==> src/rtl/core/cld_pkg.sv <==
// Shared types and constants for the C-LOOK disk scheduler.
`default_nettype none

package cld_pkg;

  // Port widths fixed by the interface
  localparam int unsigned FIELD_W = 12;
  localparam int unsigned SUM_W   = 14;
  localparam logic [SUM_W-1:0] SUM_MAX = 14'h3FFF;

  typedef enum logic [1:0] {
    ST_LOAD,
    ST_SCAN,
    ST_EMIT
  } cld_state_e;

  // Controller -> datapath
  typedef struct packed {
    logic store;        // write accepted request beat
    logic batch_start;  // latch head, clear sum and served marks
    logic scan_start;   // restart the min search
    logic scan_step;    // issue one store read this cycle
    logic emit;         // serve the selected entry, load output register
  } cld_cmd_t;

  // Datapath -> controller
  typedef struct packed {
    logic scan_done;    // all entries compared, best is final
    logic last_result;  // the next emitted result closes the batch
    logic out_free;     // output register can take a beat this cycle
  } cld_stat_t;

endpackage

`default_nettype wire

==> src/rtl/core/cld_ctrl.sv <==
// Controller state machine for the C-LOOK disk scheduler.
`default_nettype none

module cld_ctrl import cld_pkg::*; (
  input  wire logic      clk_i,
  input  wire logic      rst_ni,
  input  wire logic      in_valid_i,
  input  wire logic      last_request_i,
  output logic           in_stall_o,
  input  wire cld_stat_t stat_i,
  output cld_cmd_t       cmd_o
);

  cld_state_e state_q, state_d;

  always_ff @(posedge clk_i or negedge rst_ni) begin
    if (!rst_ni) begin
      state_q <= ST_LOAD;
    end else begin
      state_q <= state_d;
    end
  end

  always_comb begin
    state_d    = state_q;
    cmd_o      = '0;
    in_stall_o = 1'b1;
    case (state_q)
      ST_LOAD: begin
        in_stall_o = 1'b0;
        if (in_valid_i) begin
          cmd_o.store = 1'b1;
          if (last_request_i) begin
            cmd_o.batch_start = 1'b1;
            cmd_o.scan_start  = 1'b1;
            state_d           = ST_SCAN;
          end
        end
      end
      ST_SCAN: begin
        cmd_o.scan_step = 1'b1;
        if (stat_i.scan_done) begin
          state_d = ST_EMIT;
        end
      end
      ST_EMIT: begin
        if (stat_i.out_free) begin
          cmd_o.emit = 1'b1;
          if (stat_i.last_result) begin
            state_d = ST_LOAD;
          end else begin
            cmd_o.scan_start = 1'b1;
            state_d          = ST_SCAN;
          end
        end
      end
      default: begin
        state_d = ST_LOAD;
      end
    endcase
  end

endmodule

`default_nettype wire

==> src/rtl/core/cld_dp.sv <==
// Datapath: request store, min-key search, head travel and output register.
`default_nettype none

module cld_dp import cld_pkg::*; #(
  parameter int unsigned MAX_REQUESTS = 32,
  parameter int unsigned TRACK_BITS   = 12
) (
  input  wire logic               clk_i,
  input  wire logic               rst_ni,
  input  wire cld_cmd_t           cmd_i,
  output cld_stat_t               stat_o,
  input  wire logic               cfg_valid_i,
  input  wire logic [FIELD_W-1:0] head_position_i,
  input  wire logic [FIELD_W-1:0] track_i,
  output logic                    out_valid_o,
  input  wire logic               out_stall_i,
  output logic [FIELD_W-1:0]      served_track_o,
  output logic [FIELD_W-1:0]      move_distance_o,
  output logic [SUM_W-1:0]        total_movement_o,
  output logic                    dropped_requests_o,
  output logic                    last_served_o
);

  localparam int unsigned IDX_W  = (MAX_REQUESTS > 1) ? $clog2(MAX_REQUESTS) : 1;
  localparam int unsigned CNT_W  = $clog2(MAX_REQUESTS + 1);
  localparam int unsigned KEY_W  = TRACK_BITS + 1;
  localparam int unsigned CALC_W = ((SUM_W > TRACK_BITS) ? SUM_W : TRACK_BITS) + 1;
  localparam logic [CNT_W-1:0] MAX_CNT = CNT_W'(MAX_REQUESTS);

  logic [TRACK_BITS-1:0] mem_q [MAX_REQUESTS];
  logic [TRACK_BITS-1:0] rd_data_q;

  logic [FIELD_W-1:0]      head_pos_q;
  logic [CNT_W-1:0]        count_q, count_d;
  logic                    overflow_q, overflow_d;
  logic [MAX_REQUESTS-1:0] served_q, served_d;
  logic [CNT_W-1:0]        rd_idx_q, rd_idx_d;
  logic                    p_valid_q, p_valid_d;
  logic [IDX_W-1:0]        p_idx_q, p_idx_d;
  logic                    best_valid_q, best_valid_d;
  logic [KEY_W-1:0]        best_key_q, best_key_d;
  logic [IDX_W-1:0]        best_idx_q, best_idx_d;
  logic [CNT_W-1:0]        emit_cnt_q, emit_cnt_d;
  logic [TRACK_BITS-1:0]   head_q, head_d;
  logic [SUM_W-1:0]        sum_q, sum_d;
  logic                    out_valid_q, out_valid_d;

  logic                    issue;
  logic                    can_store;
  logic [KEY_W-1:0]        cand_key;
  logic                    take;
  logic [TRACK_BITS-1:0]   sel_track;
  logic [TRACK_BITS-1:0]   move_dist;
  logic [CALC_W-1:0]       sum_ext;
  logic [SUM_W-1:0]        sum_sat;
  logic [CNT_W-1:0]        emit_next;

  assign can_store = count_q < MAX_CNT;
  assign issue     = cmd_i.scan_step && (rd_idx_q < count_q);

  // Tracks below the head sort after everything at or above it
  assign cand_key = {rd_data_q < head_q, rd_data_q};
  assign take     = p_valid_q && !served_q[p_idx_q] &&
                    (!best_valid_q || (cand_key < best_key_q));

  assign sel_track = best_key_q[TRACK_BITS-1:0];
  assign move_dist = (sel_track >= head_q) ? (sel_track - head_q) : (head_q - sel_track);
  assign sum_ext   = CALC_W'(sum_q) + CALC_W'(move_dist);
  assign sum_sat   = (sum_ext > CALC_W'(SUM_MAX)) ? SUM_MAX : SUM_W'(sum_ext);
  assign emit_next = emit_cnt_q + CNT_W'(1);

  assign stat_o.scan_done   = (rd_idx_q == count_q) && !p_valid_q;
  assign stat_o.last_result = (emit_next == count_q);
  assign stat_o.out_free    = !out_valid_q || !out_stall_i;

  always_comb begin
    count_d      = count_q;
    overflow_d   = overflow_q;
    served_d     = served_q;
    rd_idx_d     = rd_idx_q;
    p_valid_d    = issue;
    p_idx_d      = rd_idx_q[IDX_W-1:0];
    best_valid_d = best_valid_q;
    best_key_d   = best_key_q;
    best_idx_d   = best_idx_q;
    emit_cnt_d   = emit_cnt_q;
    head_d       = head_q;
    sum_d        = sum_q;
    out_valid_d  = out_valid_q && out_stall_i;

    if (cmd_i.store) begin
      if (can_store) begin
        count_d = count_q + CNT_W'(1);
      end else begin
        overflow_d = 1'b1;
      end
    end

    if (cmd_i.batch_start) begin
      head_d     = TRACK_BITS'(head_pos_q);
      sum_d      = '0;
      served_d   = '0;
      emit_cnt_d = '0;
    end

    if (issue) begin
      rd_idx_d = rd_idx_q + CNT_W'(1);
    end

    if (take) begin
      best_valid_d = 1'b1;
      best_key_d   = cand_key;
      best_idx_d   = p_idx_q;
    end

    if (cmd_i.emit) begin
      served_d[best_idx_q] = 1'b1;
      head_d      = sel_track;
      sum_d       = sum_sat;
      out_valid_d = 1'b1;
      emit_cnt_d  = emit_next;
      if (stat_o.last_result) begin
        count_d    = '0;
        overflow_d = 1'b0;
        emit_cnt_d = '0;
      end
    end

    if (cmd_i.scan_start) begin
      rd_idx_d     = '0;
      p_valid_d    = 1'b0;
      best_valid_d = 1'b0;
    end
  end

  always_ff @(posedge clk_i or negedge rst_ni) begin
    if (!rst_ni) begin
      head_pos_q   <= '0;
      count_q      <= '0;
      overflow_q   <= 1'b0;
      served_q     <= '0;
      rd_idx_q     <= '0;
      p_valid_q    <= 1'b0;
      best_valid_q <= 1'b0;
      emit_cnt_q   <= '0;
      head_q       <= '0;
      sum_q        <= '0;
      out_valid_q  <= 1'b0;
    end else begin
      if (cfg_valid_i) begin
        head_pos_q <= head_position_i;
      end
      count_q      <= count_d;
      overflow_q   <= overflow_d;
      served_q     <= served_d;
      rd_idx_q     <= rd_idx_d;
      p_valid_q    <= p_valid_d;
      best_valid_q <= best_valid_d;
      emit_cnt_q   <= emit_cnt_d;
      head_q       <= head_d;
      sum_q        <= sum_d;
      out_valid_q  <= out_valid_d;
    end
  end

  // Request store: one write port, one registered read port
  always_ff @(posedge clk_i) begin
    if (cmd_i.store && can_store) begin
      mem_q[count_q[IDX_W-1:0]] <= TRACK_BITS'(track_i);
    end
    rd_data_q <= mem_q[rd_idx_q[IDX_W-1:0]];
  end

  // Payload registers, no reset
  always_ff @(posedge clk_i) begin
    p_idx_q    <= p_idx_d;
    best_key_q <= best_key_d;
    best_idx_q <= best_idx_d;
    if (cmd_i.emit) begin
      served_track_o     <= FIELD_W'(sel_track);
      move_distance_o    <= FIELD_W'(move_dist);
      total_movement_o   <= sum_sat;
      dropped_requests_o <= overflow_q;
      last_served_o      <= stat_o.last_result;
    end
  end

  assign out_valid_o = out_valid_q;

endmodule

`default_nettype wire

==> src/rtl/core/c_look_disk_scheduler_unit.sv <==
// Top level of the C-LOOK disk scheduler: controller plus datapath.
`default_nettype none

// Channel    Handshake                  Beat contents
// ---------  -------------------------  ---------------------------------------
// cfg        cfg_valid_i / cfg_ready_o  head_position_i
// in         in_valid_i / in_stall_o    track_i, last_request_i
// out        out_valid_o / out_stall_i  served_track_o, move_distance_o,
//                                       total_movement_o, dropped_requests_o,
//                                       last_served_o
//
// Requests load one beat per cycle, while in_stall_o is low, into a request
// store with one write and one read port. For each result the min search
// reads the store once per stored entry, the registered read data drains,
// and the serve step emits the pick. Reset clears all control state; the
// store itself needs no clearing. A stalled output only holds the serve
// step; the next batch loads while the final result of the previous one
// still waits in the output register.

module c_look_disk_scheduler_unit import cld_pkg::*; #(
  parameter int unsigned MAX_REQUESTS = 32,
  parameter int unsigned TRACK_BITS   = 12
) (
  input  wire logic               clk_i,
  input  wire logic               rst_ni,
  // configuration: head start position
  input  wire logic               cfg_valid_i,
  output logic                    cfg_ready_o,
  input  wire logic [FIELD_W-1:0] head_position_i,
  // request channel
  input  wire logic               in_valid_i,
  output logic                    in_stall_o,
  input  wire logic [FIELD_W-1:0] track_i,
  input  wire logic               last_request_i,
  // result channel
  output logic                    out_valid_o,
  input  wire logic               out_stall_i,
  output logic [FIELD_W-1:0]      served_track_o,
  output logic [FIELD_W-1:0]      move_distance_o,
  output logic [SUM_W-1:0]        total_movement_o,
  output logic                    dropped_requests_o,
  output logic                    last_served_o
);

  cld_cmd_t  cmd;
  cld_stat_t stat;

  // Register writes must come only while idle (not enforced); always taken
  assign cfg_ready_o = 1'b1;

  cld_ctrl u_ctrl (
    .clk_i          (clk_i),
    .rst_ni         (rst_ni),
    .in_valid_i     (in_valid_i),
    .last_request_i (last_request_i),
    .in_stall_o     (in_stall_o),
    .stat_i         (stat),
    .cmd_o          (cmd)
  );

  // Serve order is ascending on key {track < head, track}: the upward sweep
  // first, then the wrap to the lowest track and up again.
  cld_dp #(
    .MAX_REQUESTS (MAX_REQUESTS),
    .TRACK_BITS   (TRACK_BITS)
  ) u_dp (
    .clk_i              (clk_i),
    .rst_ni             (rst_ni),
    .cmd_i              (cmd),
    .stat_o             (stat),
    .cfg_valid_i        (cfg_valid_i),
    .head_position_i    (head_position_i),
    .track_i            (track_i),
    .out_valid_o        (out_valid_o),
    .out_stall_i        (out_stall_i),
    .served_track_o     (served_track_o),
    .move_distance_o    (move_distance_o),
    .total_movement_o   (total_movement_o),
    .dropped_requests_o (dropped_requests_o),
    .last_served_o      (last_served_o)
  );

endmodule

`default_nettype wire
==> config.mk <==
export PLATFORM = sky130hd
export DESIGN_NAME = c_look_disk_scheduler_unit
export DESIGN_NICKNAME = d
export VERILOG_FILES = /design/src/rtl/core/cld_pkg.sv /design/src/rtl/core/cld_ctrl.sv /design/src/rtl/core/cld_dp.sv /design/src/rtl/core/c_look_disk_scheduler_unit.sv
export SDC_FILE = /design/constraint.sdc
export NUM_CORES = 1
export LEC_CHECK = 0
export CAP_MARGIN = 30
export CELL_PAD_IN_SITES_DETAIL_PLACEMENT = 1
export CELL_PAD_IN_SITES_GLOBAL_PLACEMENT = 2
export CORE_MARGIN = 10
export CORE_UTILIZATION = 52
export DETAILED_ROUTE_END_ITERATION = 10
export DONT_BUFFER_PORTS = 1
export PLACE_DENSITY = 0.83
export SLEW_MARGIN = 30
export SYNTH_ARGS = -nofsm -noshare
export SYNTH_HDL_FRONTEND = slang
export SYNTH_HIERARCHICAL = 1
export SYNTH_SLANG_ARGS = --single-unit
export TNS_END_PERCENT = 5
==> constraint.sdc <==
create_clock -name clk_i -period 12.2 [get_ports clk_i]
set_clock_uncertainty 0.1 [all_clocks]
set_input_delay 0 -clock clk_i [delete_from_list [all_inputs] [get_ports clk_i]]
set_output_delay 0 -clock clk_i [all_outputs]
set_load 0.01 [all_outputs]
=== Word level (Yosys, flattened, before mapping) ===
Memory sizes are Yosys's and may differ from the RTL's. A register that Yosys moved wholly into a read port is not among the register bits.
Cells that the tools add are included.

* Latch bits: 0
* Register bits after elaboration: 157
* Input bits: 30
* Memories: 1
* Memory bits (writable): 384
* Output and inout port bits: 43
* ROM bits: 0

{| class="wikitable"
|+ Memory list
! name !! depth !! width !! rd ports !! clocked after Yosys merged registers in !! wr ports !! RTL line !! text
|-
| u_dp.mem_q || 32 || 12 || 1 || 1 || 1 || cld_dp.sv:30 || <nowiki>logic [TRACK_BITS-1:0] mem_q [MAX_REQUESTS];</nowiki>
|}

* Multiplexer cells: 47
* Bitwise operators: 1
* Add/sub/neg operators: 6
* Reduce and logical (&&, ||, !) cells: 19
* Divide/modulo/power cells: 0
* Multipliers: 0
* Shift-type cells: 0
* Magnitude comparators: 9
* Equality and inequality tests: 8

{| class="wikitable"
|+ Operators by type and width
! cell !! number
|-
| 32-bit two-way mux || 2
|-
| 6-bit two-way mux || 9
|-
| 14-bit two-way mux || 3
|-
| 12-bit two-way mux || 3
|-
| 32-bit OR || 1
|-
| 12-bit subtractor || 2
|-
| 1-bit two-way mux || 19
|-
| 6-bit by 1-bit adder with 6-bit output (second input constant) || 3
|-
| 14-bit by 12-bit adder with 15-bit output || 1
|-
| 15-bit by 14-bit greater-than comparator with 1-bit output (second input constant) || 1
|-
| 13-bit < comparator || 1
|-
| 6-bit == test || 2
|-
| 12-bit >= comparator || 1
|-
| 12-bit < comparator || 1
|-
| 5-bit by 6-bit < comparator with 1-bit output (second input constant) || 2
|-
| 2-bit two-way mux || 6
|-
| 2-bit != test (second input constant) || 4
|-
| 1-bit logical AND || 7
|-
| 6-bit < comparator || 1
|-
| 6-bit < comparator (second input constant) || 1
|-
| 2-bit case mux with 3 select lines || 1
|-
| 2-bit nonzero test || 3
|-
| 1-bit binary-select mux with 5-bit select || 1
|-
| 1-bit demux with 5-bit select || 1
|-
| other kinds (9) || 14
|}

=== Depth between registers and ports, before layout ===
Gate-level depths: netlist of the first run.

* Word-level depth: 7
* Depth in mapped cells: 18
* Gate-level depth less buffers: 17

=== Cells and area by module ===
Netlist of the first run, hierarchy kept.

{| class="wikitable"
|+ Modules (own cells, without submodules)
! module !! cells each !! area an instance (µm²) !! instances
|-
| cld_dp || 1320 || 23304.9 || 1
|-
| cld_ctrl || 16 || 147.6 || 1
|-
| c_look_disk_scheduler_unit || 2 || 11.3 || 1
|}

=== Worst setup path before layout of the first run ===
No wires, ideal clock.

* Kind: reg-to-reg
* Start point: reg u_dp.best_key_q[2]
* End point: reg u_dp.sum_q[10]
* Stages on the path, launching flop included: 18
* Slack: 7987 ps
* Arrival time: 3992 ps
* Clock period less this slack: 4213 ps
* Setup time: 121 ps
* Data required time: 11979 ps
* Cells stage by stage: edfxtp_1 -> inv_1 -> ha_1 -> clkbuf_1 -> nor2b_1 -> o31a_1 -> o21a_1 -> o221ai_1 -> buf_4 -> mux2i_1 -> xnor2_1 -> ha_1 -> a21o_1 -> a22o_1 -> o31a_1 -> or3_1 -> a21o_1 -> a22o_1

* Cells in the longest elaborated chain, start to end: 6

{| class="wikitable"
|+ Ends and longest elaborated chain
! what !! RTL line !! text
|-
| from (decl) || cld_dp.sv:41 || <nowiki>logic [KEY_W-1:0] best_key_q, best_key_d;</nowiki>
|-
| from (signal assigned) || cld_dp.sv:177 || <nowiki>best_key_q <= best_key_d;</nowiki>
|-
| 12-bit subtractor or 12-bit >= comparator (tied branches) || cld_dp.sv:67 || <nowiki>assign move_dist = (sel_track >= head_q) ? (sel_track - head_q) : (head_q - sel_track);</nowiki>
|-
| 12-bit two-way mux * || cld_dp.sv:67 ||
|-
| net u_dp.move_dist[7] || cld_dp.sv:53 || <nowiki>logic [TRACK_BITS-1:0] move_dist;</nowiki>
|-
| 14-bit by 12-bit adder with 15-bit output * || cld_dp.sv:68 || <nowiki>assign sum_ext = CALC_W'(sum_q) + CALC_W'(move_dist);</nowiki>
|-
| 15-bit by 14-bit greater-than comparator with 1-bit output || cld_dp.sv:69 || <nowiki>assign sum_sat = (sum_ext > CALC_W'(SUM_MAX)) ? SUM_MAX : SUM_W'(sum_ext);</nowiki>
|-
| 14-bit two-way mux * || cld_dp.sv:69 ||
|-
| net u_dp.sum_sat[10] || cld_dp.sv:55 || <nowiki>logic [SUM_W-1:0] sum_sat;</nowiki>
|-
| 14-bit two-way mux * || cld_dp.sv:116 || <nowiki>if (cmd_i.emit) begin</nowiki>
|-
| to (signal assigned) || cld_dp.sv:161 || <nowiki>sum_q <= sum_d;</nowiki>
|-
| to (decl) || cld_dp.sv:45 || <nowiki>logic [SUM_W-1:0] sum_q, sum_d;</nowiki>
|}

The timed path passes the listed nets; every way through them passes the cells marked *.
A chain may end at the register's enable or synchronous reset.

=== Worst setup path after layout of the first run ===
* Start point: reg u_dp.best_key_q[2]
* End point: reg u_dp.sum_q[13]

* Cells in the longest elaborated chain, start to end: 6

{| class="wikitable"
|+ Ends and longest elaborated chain
! what !! RTL line
|-
| 12-bit subtractor or 12-bit >= comparator (tied branches) || cld_dp.sv:67
|-
| 12-bit two-way mux * || cld_dp.sv:67
|-
| net u_dp.move_dist[3] || cld_dp.sv:53
|-
| 14-bit by 12-bit adder with 15-bit output * || cld_dp.sv:68
|-
| 15-bit by 14-bit greater-than comparator with 1-bit output || cld_dp.sv:69
|-
| 14-bit two-way mux * || cld_dp.sv:69
|-
| 14-bit two-way mux * || cld_dp.sv:116
|}

Marks and branches as above.

==> run metrics, run 1 <==
share of cells above drive strength 1 slightly above 20%; reg-to-reg endpoint u_dp/sum_q[13]$_DFFE_PN0P_; post-synthesis sequential area ratio 68.04%; Gate Count Post-Synth 1338; CP max stage cell a2111oi_2; TritonCTS Sinks 553; PortBufs 0; leakage 9.455 nW; Vias 12210; most common flop cell mapped by yosys edfxtp_1; TNS Setup 0 ps; post-layout util 60.09%; number of enable flip-flop cells after synthesis 442; WL per Instance 25.69 microns; Crit path top cell by count ha_1; worst hold margin -10.06 ps; CTS Root Buffer Type clkbuf_16; Max Cap Viol 0; syn nets 1444; first drt pass iteration count 5; fin. max-slew vios 0; xor/xnor share of the synthesized area under 10%; CORE AREA roughly 44000 sq um; mapped cell area about 23000 sq um; number of global-route vias before repair 13090; failing checks hold timing; final worst slack about 7400 ps; Simple-Gate Fraction of Synth Area 4.186%; CTS tree built; setup bufs post-CTS 0; # diodes 0; synthesized flop and latch total 553; crit start category flip-flop; Die Wd 232.4 microns; largest net degree at the start of global routing 95; Std-Cell Rows 77; Reg2Reg Setup Slack 7430 ps; Die Height between 200 and 250 microns; initial core utilization 52.83%; distinct cell type count after synthesis 69; global route overflow 0; All-Layer GR Usage 19.85%; Crit path largest cell delay 530 ps; mux contribution to synthesized area 14.90%; # placed instances 1891; DP HPWL approximately 34000 microns; power density cells 251.4 nW/um^2; worst-skew pair later-pin latency 630 ps; Period Utilization, post-route 39.07%; Nets ~1500; fin cells 2051; Total Die Area 54020 sq um; CTS H-tree lvls 2; antenna violations before repair 0; 1st-iter DRT viols slightly above 900; min-delay worst type input pin to asynchronous set/reset pin; largest family of logic cells by synthesized area multiplexers; reg2reg start u_dp/best_key_q[2]$_DFFE_PP_; Req. time, crit path 12610 ps; slew at the pin with the worst max-slew slack 901.3 ps; Clock transition at path regs 60 ps; first-pass GRT wire length between 80000 and 90000 microns; Final setup viols 0; critical-path maximum fanout 14; vias per inst 5.955; status complete, but fails checks; critical path cell sequence inv_1 > ha_1 > nor2b_1 > o31a_1 > o21a_1 > o221ai_1 > buf_4 > mux2i_1 > xor2_1 > ha_1 > a21oi_1 > a2111oi_2 > o21bai_1 > a21oi_2 > and4b_1 > a211oi_1; worst r2r path cells 16; Critical Path End Type flip-flop; CP Class flip-flop to flip-flop; total count of hold-check failures in the final report 4; placer congestion estimate a little over 0.8; Max VDD drop 172.0 uV; Area Overhead vs Synth 13.75%; Antenna Violating Nets Remaining 0; Ports 73; pre-CTS setup slack 7130 ps; Routed Wire Length around 53000 microns; Final min period 4766 ps; clk buf depth 3; area fraction in compound gates after synthesis approximately 5.2%; asr flop ratio synth 17.00%; unrepaired setup endpoints after global routing no; f_max 209.8 MHz; Avg Cell Area, Syn ~18 sq um; CTS Buf Count 56; Arr. time, crit path between 5000 and 6000 ps; relative slew slack approximately two fifths; Ys Warns 6; DR DRC count 0; fraction of the mapped netlist area in adder cells 4.149%
## cell usage in the layout (no fill, tap or decap), drive strengths merged, types with 4 or more instances in the layout
master,instances
nand3,20
or2,5
nand2b,18
nor3,7
xor2,12
dlygate4sd3,41
nand3b,7
edfxtp,442
ha,73
clkinv,27
buf,38
a221o,4
o21ai,34
a211oi,6
a22o,12
a21o,19
mux2i,26
o21a,8
nor2,70
nand2,55
xnor2,23
nor2b,4
mux2,25
inv,47
mux4,130
o2bb2ai,32
and3,4
clkbuf,71
dfxtp,17
a21oi,35
bufinv,5
dfrtp,94
## Yosys cell counts (3+ instances only)
cell type	instances	area share, %
edfxtp_1	442	57
mux4_2	123	12
dfrtp_1	94	10
ha_1	73	3.9
nor2_1	70	1.1
nand2_1	55	0.88
inv_1	44	0.70
clkbuf_1	38	0.61
a21oi_1	35	0.75
o2bb2ai_1	32	1.2
mux2i_1	26	1.1
mux2_2	25	1.2
o21ai_1	23	0.49
xnor2_1	23	0.86
nand3_1	20	0.43
a21o_1	19	0.61
nand2b_1	18	0.48
dfxtp_1	17	1.5
a22o_1	12	0.45
xor2_1	12	0.45
buf_2	11	0.23
o21ai_0	11	0.23
o21a_1	8	0.26
buf_1	7	0.11
mux4_1	7	0.78
nand3b_1	7	0.22
nor3_1	7	0.15
a211oi_1	6	0.19
or2_1	5	0.13
a221o_1	4	0.17
nor2b_1	4	0.11
a31oi_1	3	0.080
and3_1	3	0.080
buf_4	3	0.096
fa_1	3	0.26
inv_2	3	0.048
nand4_1	3	0.080
o221ai_1	3	0.11
or3_1	3	0.080
## kinds of logic (layout without fill, tap and decap cells)
logic type | count (synthesis) | after routing
AO/OA/AOI/OAI | 174 | 174
AND/OR/NAND/NOR | 206 | 206
flip-flops | 553 | 553
buffers and inverters | 111 | 232
XOR/XNOR | 36 | 36
other | 1 | 1
adder cells (fa/ha/maj) | 76 | 76
multiplexers | 181 | 181
## area by class of cell
type,instances,area [sq um]
Clock buffer,71,1489
Clock inverter,34,334.1
Fill cell,3843,17720
Inverter,48,180.2
Multi-Input combinational cell,674,7086
Sequential cell,553,15970
Tap cell,592,740.7
Timing Repair Buffer,79,885.9
## per-stage QoR
step	instance area (sq um)	hold slack, ps	total power [W]
floorplan	23460	-395.6	0.004348
global placement	24110	-387.9	0.004924
detailed placement	24160	-387.5	0.005008
CTS	26690	29.06	0.006771
global route	26690	28.47	0.007131
finish	26690	-10.06	0.006710
## report_power, final
part           leakage [nW]  switching (W)  internal, W
Sequential             5.36       0.000228      0.00229
Clock                 0.878       0.000716     0.000971
Combinational          3.22        0.00137      0.00113
Total                  9.46        0.00231      0.00440
## registers in the layout, indices dropped and copies added (netlist names), 2 cells and up
signal and count:
u_dp/head_pos_q 12, u_dp/best_idx_q 5, u_dp/mem_q 384, u_dp/rd_data_q 12, u_dp/emit_cnt_q 6, u_dp/served_q 32, u_dp/total_movement_o 14, u_dp/p_idx_q 5
u_dp/count_q 6, u_dp/best_key_q 13, u_dp/move_distance_o 12, u_dp/sum_q 14, u_ctrl/state_q 2, u_dp/served_track_o 12, u_dp/head_q 12, u_dp/rd_idx_q 6
## timing repair
action	in CTS	in global routing
hold buffers	55	0
endpoints found under the hold margin	526	0
resized for setup	0	0
## worst max path at each step
stage | startpoint | to | slack, ps | cells after the start
6_report | u_dp/best_key_q[2]$_DFFE_PP_ | u_dp/sum_q[13]$_DFFE_PN0P_ | 7430 | 16
5_1_grt | u_dp/best_key_q[2]$_DFFE_PP_ | u_dp/sum_q[13]$_DFFE_PN0P_ | 6960 | 16
4_1_cts | u_dp/best_key_q[2]$_DFFE_PP_ | u_dp/sum_q[13]$_DFFE_PN0P_ | 7150 | 16
3_5_place_dp | u_dp/best_key_q[2]$_DFFE_PP_ | u_dp/sum_q[13]$_DFFE_PN0P_ | 7130 | 16
3_3_place_gp | u_dp/best_key_q[2]$_DFFE_PP_ | u_dp/sum_q[13]$_DFFE_PN0P_ | 7370 | 16
2_1_floorplan | u_dp/best_key_q[2]$_DFFE_PP_ | u_dp/sum_q[10]$_DFFE_PN0P_ | 7990 | 17
## metal layers
metal | up-vias | routed length, microns | GRT usage (%)
li1 | 5431 | - | -
met4 | 0 | 1088 | 5.105
met2 | 332 | 25300 | 32.00
met1 | 6379 | 23600 | 27.85
met5 | - | 0 | 0
met3 | 72 | 2707 | 3.176
## critical path: cells and delay by family, from the launching register on
family | cells | cell delay [ps]
AO/OA/AOI/OAI | 8 | 2210
adder cells (fa/ha/maj) | 2 | 630
AND/OR/NAND/NOR | 2 | 460
flip-flops | 1 | 400
buffers and inverters | 2 | 340
XOR/XNOR | 1 | 300
multiplexers | 1 | 230
No activity file was read; power rests on OpenSTA's default activity.
==> run 2: changes to the inputs <==
--- a/config.mk
+++ b/config.mk
@@ -9,10 +9,10 @@
 export CELL_PAD_IN_SITES_DETAIL_PLACEMENT = 1
 export CELL_PAD_IN_SITES_GLOBAL_PLACEMENT = 2
 export CORE_MARGIN = 10
-export CORE_UTILIZATION = 52
+export CORE_UTILIZATION = 44
 export DETAILED_ROUTE_END_ITERATION = 10
 export DONT_BUFFER_PORTS = 1
-export PLACE_DENSITY = 0.83
+export PLACE_DENSITY = 0.75
 export SLEW_MARGIN = 30
 export SYNTH_ARGS = -nofsm -noshare
 export SYNTH_HDL_FRONTEND = slang
==> constraint.sdc (replaced) <==
create_clock -name clk_i -period 3.8 [get_ports clk_i]
set_clock_uncertainty 0.1 [all_clocks]
set_input_delay 0 -clock clk_i [delete_from_list [all_inputs] [get_ports clk_i]]
set_output_delay 0 -clock clk_i [all_outputs]
set_load 0.01 [all_outputs]
==> run 2 against run 1 <==
The flow finishes with violations (setup timing). Flip-flop and latch count stayed put. Largest cell class unchanged. Utilization fell by 6.5 points. Worst hold slack gained 18 ps. Non-clock buffer count up 141. First-iteration DRC count shrank 5.2%. Sequential power grew to 3.2 times the previous value. Wire length is 5.1% higher. Combinational power rose to 4.2 times the previous value. Critical path depth increased by 1. Worst setup slack worse by 7800 ps. Clock-buffer cell count decreased by 7.
==> run metrics, run 2 (same netlist as run 1, synthesis figures left out) <==
status complete, but fails checks; failing checks setup timing; DR DRC count 0; CP Class flip-flop to flip-flop; Period Utilization, post-route 109.4%; clk buf depth 3; CTS Root Buffer Type clkbuf_16; Req. time, crit path 4200 ps; Crit path largest cell delay around 390 ps; 1st-iter DRT viols 870; CORE AREA 52660 sq um; Net Switching 0.008233 W; Critical Path End Type flip-flop; CP max stage cell edfxtp_1; vias per inst ~5.6; Std-Cell Rows 84; largest net degree at the start of global routing 95; Largest register FFs approximately 380; Die Wd ~250 microns; leakage between 10 and 15 nW; fin cells 2290; WL per Instance 24.19 microns; Routed Wire Length between 50000 and 60000 microns; All-Layer GR Usage approximately 18%; Final min period roughly 4200 ps; Nets ~1700; global route overflow 0; final worst slack -356.8 ps; Vias 12720; Net Sw Frac 33.24%; Reg2Reg Setup Slack -360 ps; Arr. time, crit path 4550 ps; worst-skew pair later-pin latency ~640 ps; Antenna Violating Nets Remaining 0; Max VDD drop 472.1 uV; Buf/Inv on CP 2; f_max 240.6 MHz; CTS Buf Count 58; initial core utilization between 40% and 50%; placed cell areas 25340 sq um; number of global-route vias before repair 13660; most frequent cells in the layout 442 x edfxtp_1, 157 x buf_4, 123 x mux4_2, 91 x dfrtp_1, 72 x ha_1; share of cells above drive strength 1 about 28%; TritonCTS Sinks 553; slew at the pin with the worst max-slew slack 862.7 ps; power density cells between 800 and 900 nW/um^2; crit start category flip-flop; total count of hold-check failures in the final report 0; # diodes 0; Comb power frac 42.9%; relative slew slack 42.43%; CTS H-tree lvls 2; Total Die Area between 60000 and 70000 sq um; first-pass GRT wire length about 86000 microns; Die Height 250.9 microns; cell area after layout 28230 sq um; pre-CTS setup slack -399.7 ps; Area Overhead vs Synth 20.31%; min-delay worst type input pin to asynchronous set/reset pin; DP HPWL 35880 microns; # placed instances 2122; PortBufs 0; fin. max-slew vios 0; clock power share 24.6%; Ports between 70 and 80; unrepaired setup endpoints after global routing yes; cell family with most CP delay compound AO/OA/AOI/OAI gates; critical path cell sequence inv_1 > ha_2 > fa_2 > nor2b_4 > o31a_1 > o21a_1 > o221ai_2 > buf_12 > mux2i_1 > xnor2_1 > ha_1 > a21o_1 > a22o_1 > o31a_1 > or3_1 > a21o_1 > a22o_1; Internal Pwr Total 0.01653 W; Final setup viols 28; antenna violations before repair 1; critical-path maximum fanout 10; commonest non-fill, non-tap cell in the layout edfxtp_1; CTS tree built; Clock transition at path regs 60 ps; sequential share of power 32.4%; placer congestion estimate 0.7978; TNS Setup -5937 ps; Max Cap Viol 0; first drt pass iteration count 5
-- run 2: final timing paths --
path                                         startpoint                           end  cells after the start
setup / recovery           u_dp/best_key_q[0]$_DFFE_PP_    u_dp/sum_q[10]$_DFFE_PN0P_                     17
hold / removal                                   rst_ni    u_dp/served_q[6]$_DFF_PN0_                      3
setup reg to reg           u_dp/best_key_q[0]$_DFFE_PP_    u_dp/sum_q[10]$_DFFE_PN0P_                     17
hold reg to reg               u_dp/rd_data_q[6]$_DFF_P_  u_dp/best_key_q[6]$_DFFE_PP_                      0
max in group asynchronous                        rst_ni    u_dp/head_q[8]$_DFFE_PN0P_                      3
min in group clk_i                          out_stall_i    u_dp/out_valid_o$_DFF_PN0_                      3
-- run 2: stage by stage --
step | hold WS, ps | power (W) | utilization, %
after floorplan | -395.6 | 0.01403 | -
after global placement | -384.7 | 0.01806 | 48.12
after detailed placement | -382.9 | 0.01832 | 48.12
after CTS | 34.78 | 0.02496 | 53.55
after global routing | 62.56 | 0.02627 | 53.61
final | 7.970 | 0.02477 | 53.61
-- run 2: cell type report --
| class | count | area (sq um) |
|---|---|---|
| timing repair buffer | 220 | 1998 |
| sequential | 553 | 15970 |
| fill | 4722 | 24430 |
| clock buffer | 64 | 1505 |
| multi-input combinational | 674 | 7133 |
| inverter | 48 | 180.2 |
| tap | 688 | 860.8 |
| clock inverter | 43 | 578.1 |
-- run 2: layer usage --
| layer | vias to the layer above | part of all wire (%) | GRT usage [%] |
|---|---|---|---|
| met5 | - | 0 | 0 |
| met4 | 0 | 2.5 | 4.991 |
| met3 | 82 | 4.5 | 2.716 |
| met2 | 292 | 48 | 28.28 |
| met1 | 6639 | 45 | 24.40 |
| li1 | 5704 | - | - |
-- run 2: worst min-delay path: cells and delay by family --
family	cells	cell delay, ps
buffers and inverters	3	1150
-- run 2: timing repair --
item | in CTS | in global routing
cloned | 0 | 1
pin swaps | 10 | 5
hold buffers | 55 | 1
resized for setup | 11 | 6
setup buffers | 3 | 1
endpoints found under the hold margin | 506 | 32
endpoints found under the setup margin | 28 | 28
-- run 2: power groups by stage --
stage / clock, W / sequential [W] / combinational [W]
6_report: 0.00610 / 0.00803 / 0.0106
2_1_floorplan: 0 / 0.00777 / 0.00627
3_3_place_gp: 0 / 0.00814 / 0.00992
4_1_cts: 0.00623 / 0.00805 / 0.0107
3_5_place_dp: 0 / 0.00817 / 0.0101
5_1_grt: 0.00650 / 0.00813 / 0.0117
==> run 3: changes to the inputs <==
--- a/config.mk
+++ b/config.mk
@@ -16,6 +16,5 @@
 export SLEW_MARGIN = 30
 export SYNTH_ARGS = -nofsm -noshare
 export SYNTH_HDL_FRONTEND = slang
-export SYNTH_HIERARCHICAL = 1
 export SYNTH_SLANG_ARGS = --single-unit
 export TNS_END_PERCENT = 5
==> run 3 against run 2 <==
The run ends with hold timing, setup timing left. Synthesized cell count grew 2.9%. Wire length grew 3.5%. Non-clock buffer count shrank 2. Flip-flop and latch count is the same. Global-route usage grew 0.68 points. Worst setup slack lost 38 ps. Utilization shrank 0.41 points. Die area is essentially flat.
==> run metrics, run 3 <==
CTS Root Buffer Type clkbuf_16; leakage 10.19 nW; relative slew slack 39.08%; worst-skew pair later-pin latency 650 ps; first drt pass iteration count 5; asr flop ratio synth ~17%; Max Cap Viol 0; mapped cell area ~23000 sq um; Area Overhead vs Synth 19.27%; Std-Cell Rows 84; power density cells 868.9 nW/um^2; Total Die Area 63020 sq um; ranking of synthesized cells by area edfxtp_1 57%, mux4_2 12%, dfrtp_1 10%; Final setup viols 28; CP Class flip-flop to flip-flop; Final min period 4195 ps; synth cell count leaders 442 x edfxtp_1, 130 x mux4_2, 94 x dfrtp_1, 92 x nor2_1, 72 x ha_1; initial core utilization 44.60%; post-synthesis sequential area ratio around two thirds; Req. time, crit path around 4000 ps; number of enable flip-flop cells after synthesis 442; commonest non-fill, non-tap cell in the layout edfxtp_1; Largest register FFs 384; CORE AREA ~53000 sq um; Critical Path End Type flip-flop; Arr. time, crit path 4430 ps; antenna violations before repair 1; Routed Wire Length 57300 microns; Ys Warns 0; DP HPWL about 37000 microns; PortBufs 0; Die Wd 251.0 microns; final-layout fill cell count 4817; count leader, synth edfxtp_1; Reg2Reg Setup Slack -390 ps; most common flop cell mapped by yosys edfxtp_1; Vias 13010; worst hold margin -6.112 ps; Clock transition at path regs 60 ps; TritonCTS Sinks 553; crit start category flip-flop; Max VDD drop 460.3 uV; # diodes 0; status complete, but fails checks; Die Height 251.0 microns; slew at the pin with the worst max-slew slack 913.8 ps; syn nets 1482; leading area contributor after synthesis edfxtp_1; placer congestion estimate 0.8064; CTS H-tree lvls 2; CTS Buf Count 57; total count of hold-check failures in the final report 2; Nets about 1700; final worst slack -394.5 ps; All-Layer GR Usage approximately 18%; top cell type's share of synthesized area 56.51%; global route overflow 0; clk buf depth 3; TNS Setup -8104 ps; DR DRC count 0; failing checks hold timing, setup timing; distinct cell type count after synthesis 69; Avg Cell Area, Syn roughly 17 sq um; synthesized flop and latch total 553; number of global-route vias before repair 14020; Antenna Violating Nets Remaining 0; fin. max-slew vios 0; most frequent cells in the layout 442 x edfxtp_1, 156 x buf_4, 130 x mux4_2, 91 x dfrtp_1, 90 x nor2_1; Period Utilization, post-route 110.4%; share of cells above drive strength 1 28.22%; first-pass GRT wire length 88710 microns; critical-path maximum fanout 5; min-delay worst type input pin to asynchronous set/reset pin; pre-CTS setup slack -504.2 ps; f_max 238.4 MHz; vias per inst 5.595; CTS tree built; WL per Instance 24.65 microns; unrepaired setup endpoints after global routing yes; Gate Count Post-Synth 1377; largest net degree at the start of global routing 95; 1st-iter DRT viols between 900 and 1000; Ports 73
[run 3: cell count changes in the layout (fill, tap and decap cells not counted), sizes merged, moves of 6 or more]
cell	before	now
a21oi	35	54
a22o	12	22
bufinv	12	4
clkinv	24	31
inv	49	40
mux2i	26	7
nand2	55	71
nor2	70	92
nor3	7	13
o21ai	34	53
o2bb2ai	32	9
[run 3: where the power goes]
part | leakage, nW | internal, W | switching, W
Sequential | 5.35 | 0.00734 | 0.000564
Clock | 0.918 | 0.00313 | 0.00237
Combinational | 3.92 | 0.00554 | 0.00539
Total | 10.2 | 0.0160 | 0.00832
[run 3: through the flow]
stage | cells | utilization [%] | area, sq um | power, W
after floorplan | 1377 | - | 23500 | 0.01408
after global placement | 2158 | 48.04 | 25300 | 0.01798
after detailed placement | 2159 | 48.06 | 25310 | 0.01827
after CTS | 2321 | 53.11 | 27960 | 0.02431
after global routing | 2325 | 53.20 | 28010 | 0.02590
final | 2325 | 53.20 | 28010 | 0.02434
[run 3: what timing repair did]
item	in CTS	in global routing
resized for setup	26	5
setup endpoints to repair	28	28
buffers inserted	1	4
pin swaps	4	5
endpoints found under the hold margin	518	0
hold buffers	55	0
[run 3: worst paths after layout]
kind,startpoint,depth (start not counted),endpoint
min,rst_ni,3,u_dp.head_pos_q[11]$_DFFE_PN0P_
max,u_dp.best_key_q[0]$_DFFE_PP_,20,u_dp.total_movement_o[13]$_DFFE_PP_
min reg2reg,u_dp.overflow_q$_DFF_PN0_,0,u_dp.dropped_requests_o$_DFFE_PP_
max in group asynchronous,rst_ni,3,u_dp.sum_q[2]$_DFFE_PN0P_
min in group clk_i,out_stall_i,3,u_dp.out_valid_o$_DFF_PN0_
max reg2reg,u_dp.best_key_q[0]$_DFFE_PP_,20,u_dp.total_movement_o[13]$_DFFE_PP_
[run 3: area by class of cell]
| class | instances | area, sq um | area share [%] |
|---|---|---|---|
| Sequential cell | 553 | 15970 | 57.03 |
| Multi-Input combinational cell | 719 | 7169 | 25.59 |
| Timing Repair Buffer | 218 | 1991 | 7.106 |
| Clock buffer | 70 | 1526 | 5.449 |
| Tap cell | 688 | 860.8 | 3.073 |
| Clock inverter | 36 | 335.3 | 1.197 |
| Inverter | 41 | 155.1 | 0.5539 |
[run 3: critical path: stages (launching register included)]
cell      delay, ps
edfxtp_1        380
inv_1            70
ha_1            140
inv_1            50
fa_2            350
a211oi_2        180
nor2_1           80
o2111a_2        280
o31ai_4         250
buf_6           160
a21oi_1          70
xor2_1          160
buf_4           140
ha_1            320
a21o_1          200
a221oi_4        350
a21oi_2         130
nor2_2          170
o21ai_2          90
a21oi_1         160
a41oi_1          60
[run 3: routing by layer]
metal	track usage (%)	vias to the layer above	wire length (microns)
met5	0	-	0
met3	2.983	86	2756
li1	-	5822	-
met1	24.62	6791	24850
met2	29.91	310	28180
met4	5.508	0	1524
[run 3: kinds of logic (layout without fill, tap and decap cells)]
kind of cell               after synthesis  count (layout)  share of synthesized area, %
AOI/OAI and AO/OA                      200             200                         5.791
xor gates and xnor gates                38              38                         1.476
adders and majority gates               75              75                         4.091
buffers and inverters                  105             365                         1.950
DFF                                    553             553                         67.98
muxes                                  165             165                         14.12
other                                    1               1                       0.01597
and+or+nand+nor                        240             240                         4.576
